## src/rtl/divisor_count_running_best_top_macros.svh

```systemverilog
// Assertion macros shared by the divisor counter RTL.
`ifndef DIVISOR_COUNT_RUNNING_BEST_TOP_MACROS_SVH
`define DIVISOR_COUNT_RUNNING_BEST_TOP_MACROS_SVH

// Same-cycle implication, sampled on the rising clock edge outside reset.
`define DCRB_CHECK(label, ante, cons, msg) \
   label: assert property (@(posedge clock) disable iff (reset) (ante) |-> (cons)) \
      else $error(msg);

// Next-cycle implication, sampled on the rising clock edge outside reset.
`define DCRB_CHECK_NEXT(label, ante, cons, msg) \
   label: assert property (@(posedge clock) disable iff (reset) (ante) |=> (cons)) \
      else $error(msg);

`endif

```

## src/rtl/dcrb_pkg.sv

```systemverilog
// Package with the shared constants and helper function of the divisor counter.
package dcrb_pkg;

   localparam int VALUE_BITS_DEF = 20;
   localparam int COUNT_W        = 8;
   localparam int DIV_STEP_BITS  = 4;
   localparam logic [COUNT_W-1:0] COUNT_MAX = '1;

   function automatic logic [COUNT_W-1:0] sat_mul(input logic [COUNT_W-1:0] a,
                                                  input logic [COUNT_W-1:0] b);
      logic [2*COUNT_W-1:0] prod;
      begin
         prod = {{COUNT_W{1'b0}}, a} * {{COUNT_W{1'b0}}, b};
         sat_mul = (prod > {{COUNT_W{1'b0}}, COUNT_MAX}) ? COUNT_MAX : prod[COUNT_W-1:0];
      end
   endfunction

endpackage

```

## src/rtl/dcrb_div.sv

```systemverilog
// Iterative restoring divider that retires several quotient bits per cycle.
module dcrb_div #(
   parameter int VALUE_BITS = dcrb_pkg::VALUE_BITS_DEF,
   parameter int D_W        = (VALUE_BITS + 1) / 2 + 1
) (
   input  logic                  clock,
   input  logic                  reset,
   input  logic                  start,
   input  logic [VALUE_BITS-1:0] dividend,
   input  logic [D_W-1:0]        divisor,
   output logic                  done,
   output logic [VALUE_BITS-1:0] quotient,
   output logic [D_W-1:0]        remainder
);
   import dcrb_pkg::*;

   localparam int DIV_W   = ((VALUE_BITS + DIV_STEP_BITS - 1) / DIV_STEP_BITS) * DIV_STEP_BITS;
   localparam int DIV_CYC = DIV_W / DIV_STEP_BITS;
   localparam int CNT_W   = $clog2(DIV_CYC + 1);

   logic [DIV_W-1:0] q_ff, q_in;
   logic [D_W-1:0]   rem_ff, rem_in;
   logic [D_W-1:0]   dvs_ff;
   logic [CNT_W-1:0] cnt_ff, cnt_in;
   logic             busy_ff, busy_in;
   logic             done_ff, done_in;
   logic [DIV_W-1:0] q_step;
   logic [D_W:0]     r_step;

   always_comb begin
      q_step = q_ff;
      r_step = {1'b0, rem_ff};
      for (int i = 0; i < DIV_STEP_BITS; i++) begin
         r_step = {r_step[D_W-1:0], q_step[DIV_W-1]};
         q_step = {q_step[DIV_W-2:0], 1'b0};
         if (r_step >= {1'b0, dvs_ff}) begin
            r_step    = r_step - {1'b0, dvs_ff};
            q_step[0] = 1'b1;
         end
      end
   end

   always_comb begin
      q_in    = q_ff;
      rem_in  = rem_ff;
      cnt_in  = cnt_ff;
      busy_in = busy_ff;
      done_in = 1'b0;
      if (start) begin
         q_in    = DIV_W'(dividend);
         rem_in  = '0;
         cnt_in  = CNT_W'(DIV_CYC);
         busy_in = 1'b1;
      end else if (busy_ff) begin
         q_in   = q_step;
         rem_in = r_step[D_W-1:0];
         cnt_in = cnt_ff - CNT_W'(1);
         if (cnt_ff == CNT_W'(1)) begin
            busy_in = 1'b0;
            done_in = 1'b1;
         end
      end
   end

   always_ff @(posedge clock) begin
      if (reset) begin
         busy_ff <= 1'b0;
         done_ff <= 1'b0;
         cnt_ff  <= '0;
      end else begin
         busy_ff <= busy_in;
         done_ff <= done_in;
         cnt_ff  <= cnt_in;
      end
   end

   always_ff @(posedge clock) begin
      q_ff   <= q_in;
      rem_ff <= rem_in;
      if (start) begin
         dvs_ff <= divisor;
      end
   end

   assign done      = done_ff;
   assign quotient  = q_ff[VALUE_BITS-1:0];
   assign remainder = rem_ff;

endmodule

```

## src/rtl/divisor_count_running_best_top.sv

```systemverilog
// Top level of the divisor counter: factoring sequencer, best-so-far memory, ports.
// Factors out two, then trial-divides by odd divisors up to the square root, repeating
// each division while it is exact; a zero value skips the factoring.
// One request at a time; the next is taken while the last response is still waiting.
// Synchronous active-high reset empties the running best to zero.
`include "divisor_count_running_best_top_macros.svh"

module divisor_count_running_best_top #(
   parameter int VALUE_BITS = dcrb_pkg::VALUE_BITS_DEF
) (
   input  logic clock,
   input  logic reset,
   input  logic req_tvalid,
   output logic req_tready,
   // value
   input  logic [((VALUE_BITS + 7) / 8) * 8 - 1:0] req_tdata,
   // restart
   input  logic req_tuser,
   output logic rsp_tvalid,
   input  logic rsp_tready,
   // divisor_count, best_value, best_count
   output logic [((2 * dcrb_pkg::COUNT_W + VALUE_BITS + 7) / 8) * 8 - 1:0] rsp_tdata
);
   import dcrb_pkg::*;

   localparam int RSP_W = ((2 * COUNT_W + VALUE_BITS + 7) / 8) * 8;
   localparam int D_W   = (VALUE_BITS + 1) / 2 + 1;
   localparam int SQ_W  = VALUE_BITS + 2;
   localparam int EXP_W = $clog2(VALUE_BITS + 1);
   localparam int MEM_W = VALUE_BITS + COUNT_W;

   typedef enum logic [5:0] {
      S_IDLE   = 6'b000001,
      S_TWO    = 6'b000010,
      S_CHECK  = 6'b000100,
      S_DIV    = 6'b001000,
      S_UPDATE = 6'b010000,
      S_OUT    = 6'b100000
   } state_type;

   state_type             state_ff, state_in;
   logic [VALUE_BITS-1:0] value_ff, value_in;
   logic [VALUE_BITS-1:0] n_ff, n_in;
   logic                  restart_ff, restart_in;
   logic [COUNT_W-1:0]    total_ff, total_in;
   logic [EXP_W-1:0]      exp_ff, exp_in;
   logic [D_W-1:0]        d_ff, d_in;
   logic [SQ_W-1:0]       sq_ff, sq_in;
   logic [COUNT_W-1:0]    best_cnt_ff, best_cnt_in;
   logic [VALUE_BITS-1:0] best_val_ff, best_val_in;
   logic                  best_valid_ff, best_valid_in;
   logic                  rsp_valid_ff, rsp_valid_in;
   logic [RSP_W-1:0]      rsp_data_ff, rsp_data_in;

   logic [MEM_W-1:0]      best_mem [1];
   logic [MEM_W-1:0]      mem_rd_ff;
   logic                  mem_re;
   logic                  mem_we;
   logic [MEM_W-1:0]      mem_wdata;

   logic                  div_start;
   logic [VALUE_BITS-1:0] div_dividend;
   logic                  div_done;
   logic [VALUE_BITS-1:0] div_quot;
   logic [D_W-1:0]        div_rem;

   logic                  req_fire;
   logic [COUNT_W-1:0]    exp_term;
   logic [COUNT_W-1:0]    cur_cnt;
   logic [VALUE_BITS-1:0] cur_val;
   logic                  take_new;

   dcrb_div #(
      .VALUE_BITS(VALUE_BITS),
      .D_W       (D_W)
   ) u_div (
      .clock    (clock),
      .reset    (reset),
      .start    (div_start),
      .dividend (div_dividend),
      .divisor  (d_ff),
      .done     (div_done),
      .quotient (div_quot),
      .remainder(div_rem)
   );

   assign req_tready = (state_ff == S_IDLE);
   assign req_fire   = req_tvalid && req_tready;
   assign exp_term   = COUNT_W'(exp_ff) + COUNT_W'(1);
   assign cur_cnt    = (restart_ff || !best_valid_ff) ? '0 : mem_rd_ff[COUNT_W-1:0];
   assign cur_val    = (restart_ff || !best_valid_ff) ? '0 : mem_rd_ff[MEM_W-1:COUNT_W];
   assign take_new   = (value_ff != '0) && (total_ff >= cur_cnt);

   always_comb begin
      state_in      = state_ff;
      value_in      = value_ff;
      n_in          = n_ff;
      restart_in    = restart_ff;
      total_in      = total_ff;
      exp_in        = exp_ff;
      d_in          = d_ff;
      sq_in         = sq_ff;
      best_cnt_in   = best_cnt_ff;
      best_val_in   = best_val_ff;
      best_valid_in = best_valid_ff;
      rsp_valid_in  = rsp_valid_ff && !rsp_tready;
      rsp_data_in   = rsp_data_ff;
      mem_re        = 1'b0;
      mem_we        = 1'b0;
      mem_wdata     = {best_val_in, best_cnt_in};
      div_start     = 1'b0;
      div_dividend  = n_ff;
      case (state_ff)
         S_IDLE: begin
            if (req_fire) begin
               value_in   = req_tdata[VALUE_BITS-1:0];
               n_in       = req_tdata[VALUE_BITS-1:0];
               restart_in = req_tuser;
               exp_in     = '0;
               mem_re     = 1'b1;
               if (req_tdata[VALUE_BITS-1:0] == '0) begin
                  total_in = '0;
                  state_in = S_UPDATE;
               end else begin
                  state_in = S_TWO;
               end
            end
         end
         S_TWO: begin
            if (!n_ff[0]) begin
               n_in   = n_ff >> 1;
               exp_in = exp_ff + EXP_W'(1);
            end else begin
               total_in = exp_term;
               exp_in   = '0;
               d_in     = D_W'(3);
               sq_in    = SQ_W'(9);
               state_in = S_CHECK;
            end
         end
         S_CHECK: begin
            if (sq_ff > SQ_W'(n_ff)) begin
               if (n_ff != VALUE_BITS'(1)) begin
                  total_in = sat_mul(total_ff, COUNT_W'(2));
               end
               state_in = S_UPDATE;
            end else begin
               div_start = 1'b1;
               state_in  = S_DIV;
            end
         end
         S_DIV: begin
            if (div_done) begin
               if (div_rem == '0) begin
                  n_in         = div_quot;
                  exp_in       = exp_ff + EXP_W'(1);
                  div_start    = 1'b1;
                  div_dividend = div_quot;
               end else begin
                  if (exp_ff != '0) begin
                     total_in = sat_mul(total_ff, exp_term);
                  end
                  exp_in   = '0;
                  d_in     = d_ff + D_W'(2);
                  sq_in    = sq_ff + (SQ_W'(d_ff) << 2) + SQ_W'(4);
                  state_in = S_CHECK;
               end
            end
         end
         S_UPDATE: begin
            best_cnt_in   = take_new ? total_ff : cur_cnt;
            best_val_in   = take_new ? value_ff : cur_val;
            mem_we        = 1'b1;
            mem_wdata     = {best_val_in, best_cnt_in};
            best_valid_in = 1'b1;
            state_in      = S_OUT;
         end
         S_OUT: begin
            if (!rsp_valid_ff || rsp_tready) begin
               rsp_valid_in = 1'b1;
               rsp_data_in  = RSP_W'({best_cnt_ff, best_val_ff, total_ff});
               state_in     = S_IDLE;
            end
         end
         default: begin
            state_in = S_IDLE;
         end
      endcase
   end

   always_ff @(posedge clock) begin
      if (mem_we) begin
         best_mem[0] <= mem_wdata;
      end
      if (mem_re) begin
         mem_rd_ff <= best_mem[0];
      end
   end

   always_ff @(posedge clock) begin
      if (reset) begin
         state_ff      <= S_IDLE;
         best_valid_ff <= 1'b0;
         rsp_valid_ff  <= 1'b0;
      end else begin
         state_ff      <= state_in;
         best_valid_ff <= best_valid_in;
         rsp_valid_ff  <= rsp_valid_in;
      end
   end

   always_ff @(posedge clock) begin
      value_ff    <= value_in;
      n_ff        <= n_in;
      restart_ff  <= restart_in;
      total_ff    <= total_in;
      exp_ff      <= exp_in;
      d_ff        <= d_in;
      sq_ff       <= sq_in;
      best_cnt_ff <= best_cnt_in;
      best_val_ff <= best_val_in;
      rsp_data_ff <= rsp_data_in;
   end

   assign rsp_tvalid = rsp_valid_ff;
   assign rsp_tdata  = rsp_data_ff;

   `DCRB_CHECK(a_odd_trial, state_ff == S_CHECK, d_ff[0] == 1'b1, "Trial divisor is even.")
   `DCRB_CHECK(a_square_track, state_ff == S_CHECK, sq_ff == SQ_W'(d_ff) * SQ_W'(d_ff), "Square of the trial divisor is out of step.")
   `DCRB_CHECK_NEXT(a_best_written, state_ff == S_UPDATE, best_valid_ff && state_ff == S_OUT, "Best entry was not written back.")
   `DCRB_CHECK(a_best_covers, rsp_valid_ff, rsp_data_ff[2*COUNT_W+VALUE_BITS-1:COUNT_W+VALUE_BITS] >= rsp_data_ff[COUNT_W-1:0], "Best count is below the current count.")

endmodule

```

## config.mk

```make
export PLATFORM = sky130hd
export DESIGN_NAME = divisor_count_running_best_top
export DESIGN_NICKNAME = d
export VERILOG_FILES = /design/src/rtl/dcrb_pkg.sv /design/src/rtl/dcrb_div.sv /design/src/rtl/divisor_count_running_best_top.sv
export VERILOG_INCLUDE_DIRS = /design/src /design/src/rtl
export SDC_FILE = /design/constraint.sdc
export NUM_CORES = 1
export LEC_CHECK = 0
export ABC_AREA = 1
export ABC_CLOCK_PERIOD_IN_PS = 9000
export CAP_MARGIN = 0
export CORE_MARGIN = 2
export CORE_UTILIZATION = 44
export CTS_BUF_LIST = sky130_fd_sc_hd__clkbuf_4 sky130_fd_sc_hd__clkbuf_8 sky130_fd_sc_hd__clkbuf_16
export DETAILED_ROUTE_END_ITERATION = 16
export DONT_BUFFER_PORTS = 1
export SLEW_MARGIN = 20
export SYNTH_ARGS = -nofsm -noshare
export SYNTH_HDL_FRONTEND = slang
export SYNTH_SLANG_ARGS = --single-unit
export TNS_END_PERCENT = 20
```

## constraint.sdc

```tcl
create_clock -name clock -period 9 [get_ports clock]
set_input_delay 0 -clock clock [delete_from_list [all_inputs] [get_ports clock]]
set_output_delay 0 -clock clock [all_outputs]
set_load 0.03 [all_outputs]
```

Word-level counts from Yosys, hierarchy flattened
Memories as Yosys holds them, arrays and structs flattened. A register that Yosys moved wholly into a read port is not among the register bits.
Index checks and enable logic that the tools add are counted.
W data, S select, Z words.

cells by class
  add/sub/neg operators = 10
  divide/modulo/power cells = 0
  bitwise operators = 1
  magnitude comparators = 8
  shift-type cells = 0
  equal/unequal tests = 18
  mux-type cells = 70
  $mul = 1
  reductions and logical operators = 26

operator list
  cell                     count
  $mux W20                 9
  $mux W8                  12
  $mux W11                 7
  $mux W22                 3
  $pmux W20 S3             1
  $ge A12 B11 Y1           4
  $pmux W22 S2             1
  $sub A11 B11 Y11         4
  $pmux W6 S6              1
  $pmux W8 S4              1
  $mux W5                  6
  $mux W6                  5
  $mux W28                 1
  $add A22 B13 Y22         1
  $add A22 B3 Y22 const B  1
  $gt A22 B20 Y1           1
  $pmux W11 S2             1
  $logic_not A20 Y1        1
  $ne A20 B1 Y1 const B    1
  $reduce_bool A20 Y1      1
  $mux W1                  18
  $pmux W5 S3              1
  $gt A14 B8 Y1 const B    1
  $mul A8 B6 Y14           1
  33 further kinds         51

word-level totals
  output and inout port bits = 42
  latch bits = 0
  bits of input ports = 29
  logic and storage cells = 156
  bits in registers = 206
  memories = 1
  bits in writable memories = 28
  memory bits (read-only) = 0

memories
  name      depth  bits a word  read ports  clocked after memory_dff  wr ports  line                                  RTL
  best_mem  1      28           1           1                         1         divisor_count_running_best_top.sv:55  logic [MEM_W-1:0] best_mem [1];

Logic depth before layout (Yosys ltp)
  depth in word-level cells = 10
  gate-level depth with buffers = 53
  depth with buffers taken out = 48

Cells and area by module
From an unflattened synthesis, not the netlist that was laid out.

unflattened totals
  cell total of the unflattened synthesis = 1827
  area, all modules = 15471.1 sq um

modules (own cells, without submodules)
  module                          instances  area an instance (sq um)  cells each  seq. area each (sq um)
  divisor_count_running_best_top  1          10869.2                   1153        5415.2
  dcrb_div                        1          4601.9                    674         1251.2

Least setup slack after synthesis
OpenSTA, ideal clock, no wires.

  kind = reg-to-reg
  from = reg u_div.dvs_ff[1]
  to = reg u_div.q_ff[0], in the netlist u_div.quotient[0] (data pin)
  required time = 8731 ps
  setup time = 269 ps
  path buffers = 4
  stages on the path, launching flop included = 50
  arrival time = 6027 ps
  period minus slack after synthesis = 6296 ps
  slack = 2704 ps
  cells stage by stage = edfxtp_1 > inv_1 > fa_1 > nand3_1 > nand3_1 > nand3_1 > nand4_1 > inv_2 > buf_2 > nand2_1 > nand2_1 > inv_1 > ha_1 > nand2_1 > nor2_2 > nand4_1 > nand4_1 > nand2_1 > [... 14 more ...] > inv_2 > nor2_2 > a21boi_4 > nand3_1 > nand2_1 > inv_1 > ha_1 > nand2_1 > a21oi_1 > a211oi_1 > nand3_1 > nand2_1 > nand3_1 > inv_1 > nand3_2 > buf_6 > nor2_1 > a21oi_1

between the ends
  cells in the longest elaborated chain, start to end = 10
  elaborated cells between the ends (all ways) = 13
  classes of those cells = add/sub: 3; order compare: 4; mux: 6

ends and longest elaborated chain
  element                                                    line                            RTL
  from (decl)                                                dcrb_div.sv:23                  logic [D_W-1:0] dvs_ff;
  from (signal assigned)                                     dcrb_div.sv:81                  dvs_ff <= divisor;
  $sub A11 B11 Y11 / $ge A12 B11 Y1 (equally long branches)  dcrb_div.sv:37, dcrb_div.sv:36
  $mux W11                                                   dcrb_div.sv:36                  if (r_step >= {1'b0, dvs_ff}) begin
  $sub A11 B11 Y11 / $ge A12 B11 Y1 (equally long branches)  dcrb_div.sv:37, dcrb_div.sv:36
  $mux W11                                                   dcrb_div.sv:36
  $sub A11 B11 Y11 / $ge A12 B11 Y1 (equally long branches)  dcrb_div.sv:37, dcrb_div.sv:36
  $mux W11                                                   dcrb_div.sv:36
  $ge A12 B11 Y1 *                                           dcrb_div.sv:36
  $mux W1 *                                                  dcrb_div.sv:36
  $mux W20 *                                                 dcrb_div.sv:54                  end else if (busy_ff) begin
  $mux W20 *                                                 dcrb_div.sv:49                  if (start) begin
  named net u_div.q_in[0]                                    dcrb_div.sv:21                  logic [DIV_W-1:0] q_ff, q_in;
  to (signal assigned)                                       dcrb_div.sv:78                  q_ff <= q_in;
  to (decl)                                                  dcrb_div.sv:21

Mark *: on every way through the listed nets, which the timed path passes. The rest lies on a longest branch. The select of a mux whose other input is x is not followed.
A chain may end at the register's enable or synchronous reset.

Final worst setup path
Ends and elaborated chain as after synthesis.

==> impl_summary.txt <==
----------------------------------------------------
[Placed design]
  Final GP Congestion ... 0.8931
  Cell Area, Placed ... 0.01531 sq mm
  Post-detailed-placement half-perimeter wirelength ... 26.79 mm
  Count of input and output buffers ... 0

[Timing]
  Crit share post-route ... 90.78%
  Normalized max-slew margin ... 36.71%
  Total Neg Setup Slack ... 0 ps
  Hold violation count in the final report ... 0
  Smallest hold slack ... 101.3 ps
  Tightest Pin Transition ... 948.4 ps
  Highest Clock Rate ... 122.4 MHz
  Setup Viol. Count Final ... 0
  Final max-slew violation count ... 0
  Crit path time final ... 8170 ps
  Setup repair after global routing missed its margin ... no
  Worst-case clock skew ... 25.42 ps

[Worst setup path]
  Critical-path maximum fanout ... 13
  Crit Path Class ... reg2reg
  Crit path arrival time ... 8420 ps
  Max stage delay on crit path ... 520 ps
  Crit end category ... flip-flop
  Library cell contributing the largest single delay on the critical path ... sky130_fd_sc_hd__edfxtp_1
  R2r setup slk ... 830 ps
  Worst Path Required ... 9250 ps
  Setup crit start kind ... flip-flop
  Most frequent cell on the critical path ... sky130_fd_sc_hd__nand2_1

[Synth]
  Post-Syn Area per Cell ... 8.761 sq um
  Combined area of all synthesized cells ... 0.01483 sq mm
  Register area share after synthesis ... 44.74%
  Yosys cell types ... 51
  Number of register bits inferred by synthesis ... 229
  Async set-or-reset flop fraction in the synthesized netlist ... 0%
  Post-synth EDFFs ... 205
  Most instantiated flip-flop cell in the synthesis netlist ... sky130_fd_sc_hd__edfxtp_1
  Synthesized instance count ... 1,693
  YS warnings ... 0

[Layout]
  Post-Layout Inst Area ... 0.01650 sq mm
  Final antenna diode count ... 0
  Layout cells sized above 1 ... 5.202%
  Layout filler cell count ... 3,199
  Total Nets Final ... 1,888
  Post-route core utilization ... 49.46%
  Area growth, synth to finish ... 11.26%

[Route]
  Antenna-violating nets left ... 0
  Drc violations ... 0
  Number of optimization iterations in the first detailed-route pass ... 6
  Wire length per cell after detailed routing ... 17.00 microns
  Wirelength, routed ... 37.02 mm
  Number of DRC markers in iteration 0 ... 860
  Vias per std cell ... 5.372
  Number of vias after detailed routing ... 11,701

[Clocking]
  Clk sinks ... 229
  Clock root cell ... sky130_fd_sc_hd__clkbuf_16
  Clock latency on the worst-skew pair ... 550 ps
  Post-cts resize count ... 0
  Clock tree buffer depth ... 3
  CTS tree ... built
  Max H-tree Level ... 1
  Post-CTS clock slew at the launch and capture registers of the worst setup and hold paths ... 60 ps
  CTS Buf Count ... 26

[Die]
  Chip Width ... 187.6 microns
  Ports placed on the boundary ... 71
  Starting density of the core ... 44.45%
  Core Rows ... 67
  Core footprint ... 0.03336 sq mm
  Die extent in y ... 187.6 microns
  Die area ... 0.03519 sq mm

[Power and ir drop]
  Post-route total power ... 5.989 mW
  Ratio of total power to cell area ... 362.9 mW/mm^2
  Pleak ... 7.222 nW
  Worst VDD drop ... 244.3 uV

[Global route]
  Global routing usage summed across all routing layers ... 20.89%
  Number of global-route vias before repair ... 11,174
  Largest net degree at the start of global routing ... 57
  Initial antenna violation count ... 0
  Global route overflow ... 0
  Global-route wire length before repair ... 59.50 mm

[Min path]
  Worst Hold Class ... in2reg

[Job]
  Max-cap violations ... 0

[Run status]
  Result of the run ... finished clean

----------------------------------------------------
==> where the power goes <==
group	total [mW]	switching (mW)	leakage (nW)	internal [mW]
Sequential	1.39	0.0887	2.10	1.30
Clock	1.08	0.432	0.425	0.650
Combinational	3.51	2.25	4.70	1.26
Total	5.99	2.78	7.22	3.21
==> state kept, by name (all words and copies together) (netlist names), 7 cells and up <==
signal / count
rsp_tdata: 36
mem_rd_ff: 28
n_ff: 20
u_div.quotient: 20
value_ff: 20
best_val_ff: 19
sq_ff: 19
u_div.remainder: 11
d_ff: 10
u_div.dvs_ff: 10
total_ff: 8
best_cnt_ff: 7
==> timing repair <==
action,4_1_cts,5_1_grt
buffers inserted,0,0
hold buffers,28,0
hold endpoints to repair,54,0
==> cells in the mapped netlist, types with 2 or more instances <==
| master | instances | area share [%] |
|---|---|---|
| sky130_fd_sc_hd__o21ai_1 | 3 | 0.10 |
| sky130_fd_sc_hd__nor3_1 | 24 | 0.81 |
| sky130_fd_sc_hd__a31oi_1 | 20 | 0.84 |
| sky130_fd_sc_hd__nor4_1 | 9 | 0.38 |
| sky130_fd_sc_hd__buf_1 | 2 | 0.051 |
| sky130_fd_sc_hd__nand2_2 | 4 | 0.17 |
| sky130_fd_sc_hd__edfxtp_1 | 205 | 42 |
| sky130_fd_sc_hd__nand3_4 | 2 | 0.24 |
| sky130_fd_sc_hd__nand2_1 | 353 | 8.9 |
| sky130_fd_sc_hd__a21o_1 | 3 | 0.15 |
| sky130_fd_sc_hd__o21bai_1 | 3 | 0.15 |
| sky130_fd_sc_hd__o211ai_1 | 18 | 0.91 |
| sky130_fd_sc_hd__nand3b_1 | 5 | 0.25 |
| sky130_fd_sc_hd__nor3b_1 | 3 | 0.15 |
| sky130_fd_sc_hd__nand3_1 | 115 | 3.9 |
| sky130_fd_sc_hd__a21boi_1 | 3 | 0.15 |
| sky130_fd_sc_hd__o311ai_0 | 5 | 0.30 |
| sky130_fd_sc_hd__inv_2 | 11 | 0.28 |
| sky130_fd_sc_hd__o21ai_0 | 98 | 3.3 |
| sky130_fd_sc_hd__dfxtp_1 | 24 | 3.2 |
| sky130_fd_sc_hd__o2111ai_1 | 4 | 0.24 |
| sky130_fd_sc_hd__inv_1 | 245 | 6.2 |
| sky130_fd_sc_hd__o31ai_1 | 3 | 0.15 |
| sky130_fd_sc_hd__buf_2 | 10 | 0.34 |
| sky130_fd_sc_hd__xor2_1 | 25 | 1.5 |
| sky130_fd_sc_hd__nand3_2 | 4 | 0.27 |
| sky130_fd_sc_hd__fa_1 | 30 | 4.0 |
| sky130_fd_sc_hd__a21oi_1 | 109 | 3.7 |
| sky130_fd_sc_hd__o21a_1 | 3 | 0.15 |
| sky130_fd_sc_hd__clkbuf_1 | 31 | 0.78 |
| sky130_fd_sc_hd__xnor2_1 | 14 | 0.83 |
| sky130_fd_sc_hd__o22ai_1 | 2 | 0.084 |
| sky130_fd_sc_hd__nor2_1 | 130 | 3.3 |
| sky130_fd_sc_hd__buf_4 | 7 | 0.35 |
| sky130_fd_sc_hd__ha_1 | 116 | 9.8 |
| sky130_fd_sc_hd__nor2_2 | 3 | 0.13 |
| sky130_fd_sc_hd__nand4_1 | 33 | 1.4 |
==> final timing paths <==
kind | startpoint | to | cells after the start
min reg2reg | best_val_ff[10] | rsp_tdata[18] | 0
max | u_div.dvs_ff[1] | u_div.quotient[0] | 44
max reg2reg | u_div.dvs_ff[1] | u_div.quotient[0] | 44
min | req_tuser | restart_ff | 1
==> critical path: cells and delay by family (launching register included) <==
family / cells / cell delay, ps
AOI/OAI and AO/OA: 8 / 1320
adders and majority gates: 4 / 1400
buffers and inverters: 10 / 1180
DFF: 1 / 520
and+or+nand+nor: 22 / 3430
==> per-layer routing <==
layer	GRT usage (%)	up-vias	part of all wire, %
li1	-	5785	-
met1	29.84	5504	46
met2	33.52	353	45
met3	3.144	59	6.4
met4	4.906	0	2.1
met5	0	-	0
==> through the flow <==
| stage | instances | setup WS (ps) |
|---|---|---|
| final | 2178 | 829.9 |
| after global routing | 2178 | 80.64 |
| after CTS | 2177 | 972.0 |
| after detailed placement | 2104 | 1007 |
| after global placement | 2103 | 1044 |
| after floorplan | 1696 | 2704 |
==> cell families after synthesis <==
family,count (synthesis),share of synthesized area [%]
AND/OR/NAND/NOR,689,20.25
flip-flops,229,44.74
buffers and inverters,308,8.107
AO/OA/AOI/OAI,281,10.73
XOR/XNOR,39,2.303
adder cells (fa/ha/maj),146,13.84
other,1,0.02528
==> area by class of cell <==
class | instances | area [sq um] | share of cell area [%]
Multi-Input combinational cell | 1159 | 7068 | 42.83
Sequential cell | 229 | 6636 | 40.22
Inverter | 257 | 964.7 | 5.846
Clock buffer | 28 | 665.6 | 4.034
Tap cell | 448 | 560.5 | 3.397
Timing Repair Buffer | 40 | 394.1 | 2.388
Clock inverter | 17 | 212.7 | 1.289
==> cells in the final DEF, fill, tap and decap left out, drive strengths merged, types with 4 or more instances in the layout <==
cell,count
a21boi,5
a21oi,110
a31oi,20
buf,12
bufinv,4
clkbuf,28
clkinv,12
conb,4
dfxtp,24
dlygate4sd3,28
edfxtp,205
fa,30
ha,116
inv,256
nand2,357
nand3,121
nand3b,5
nand4,33
nor2,135
nor3,25
nor4,10
o2111ai,4
o211ai,18
o21ai,101
o311ai,5
xnor2,14
xor2,25
No activity file was read; power rests on OpenSTA's default activity.
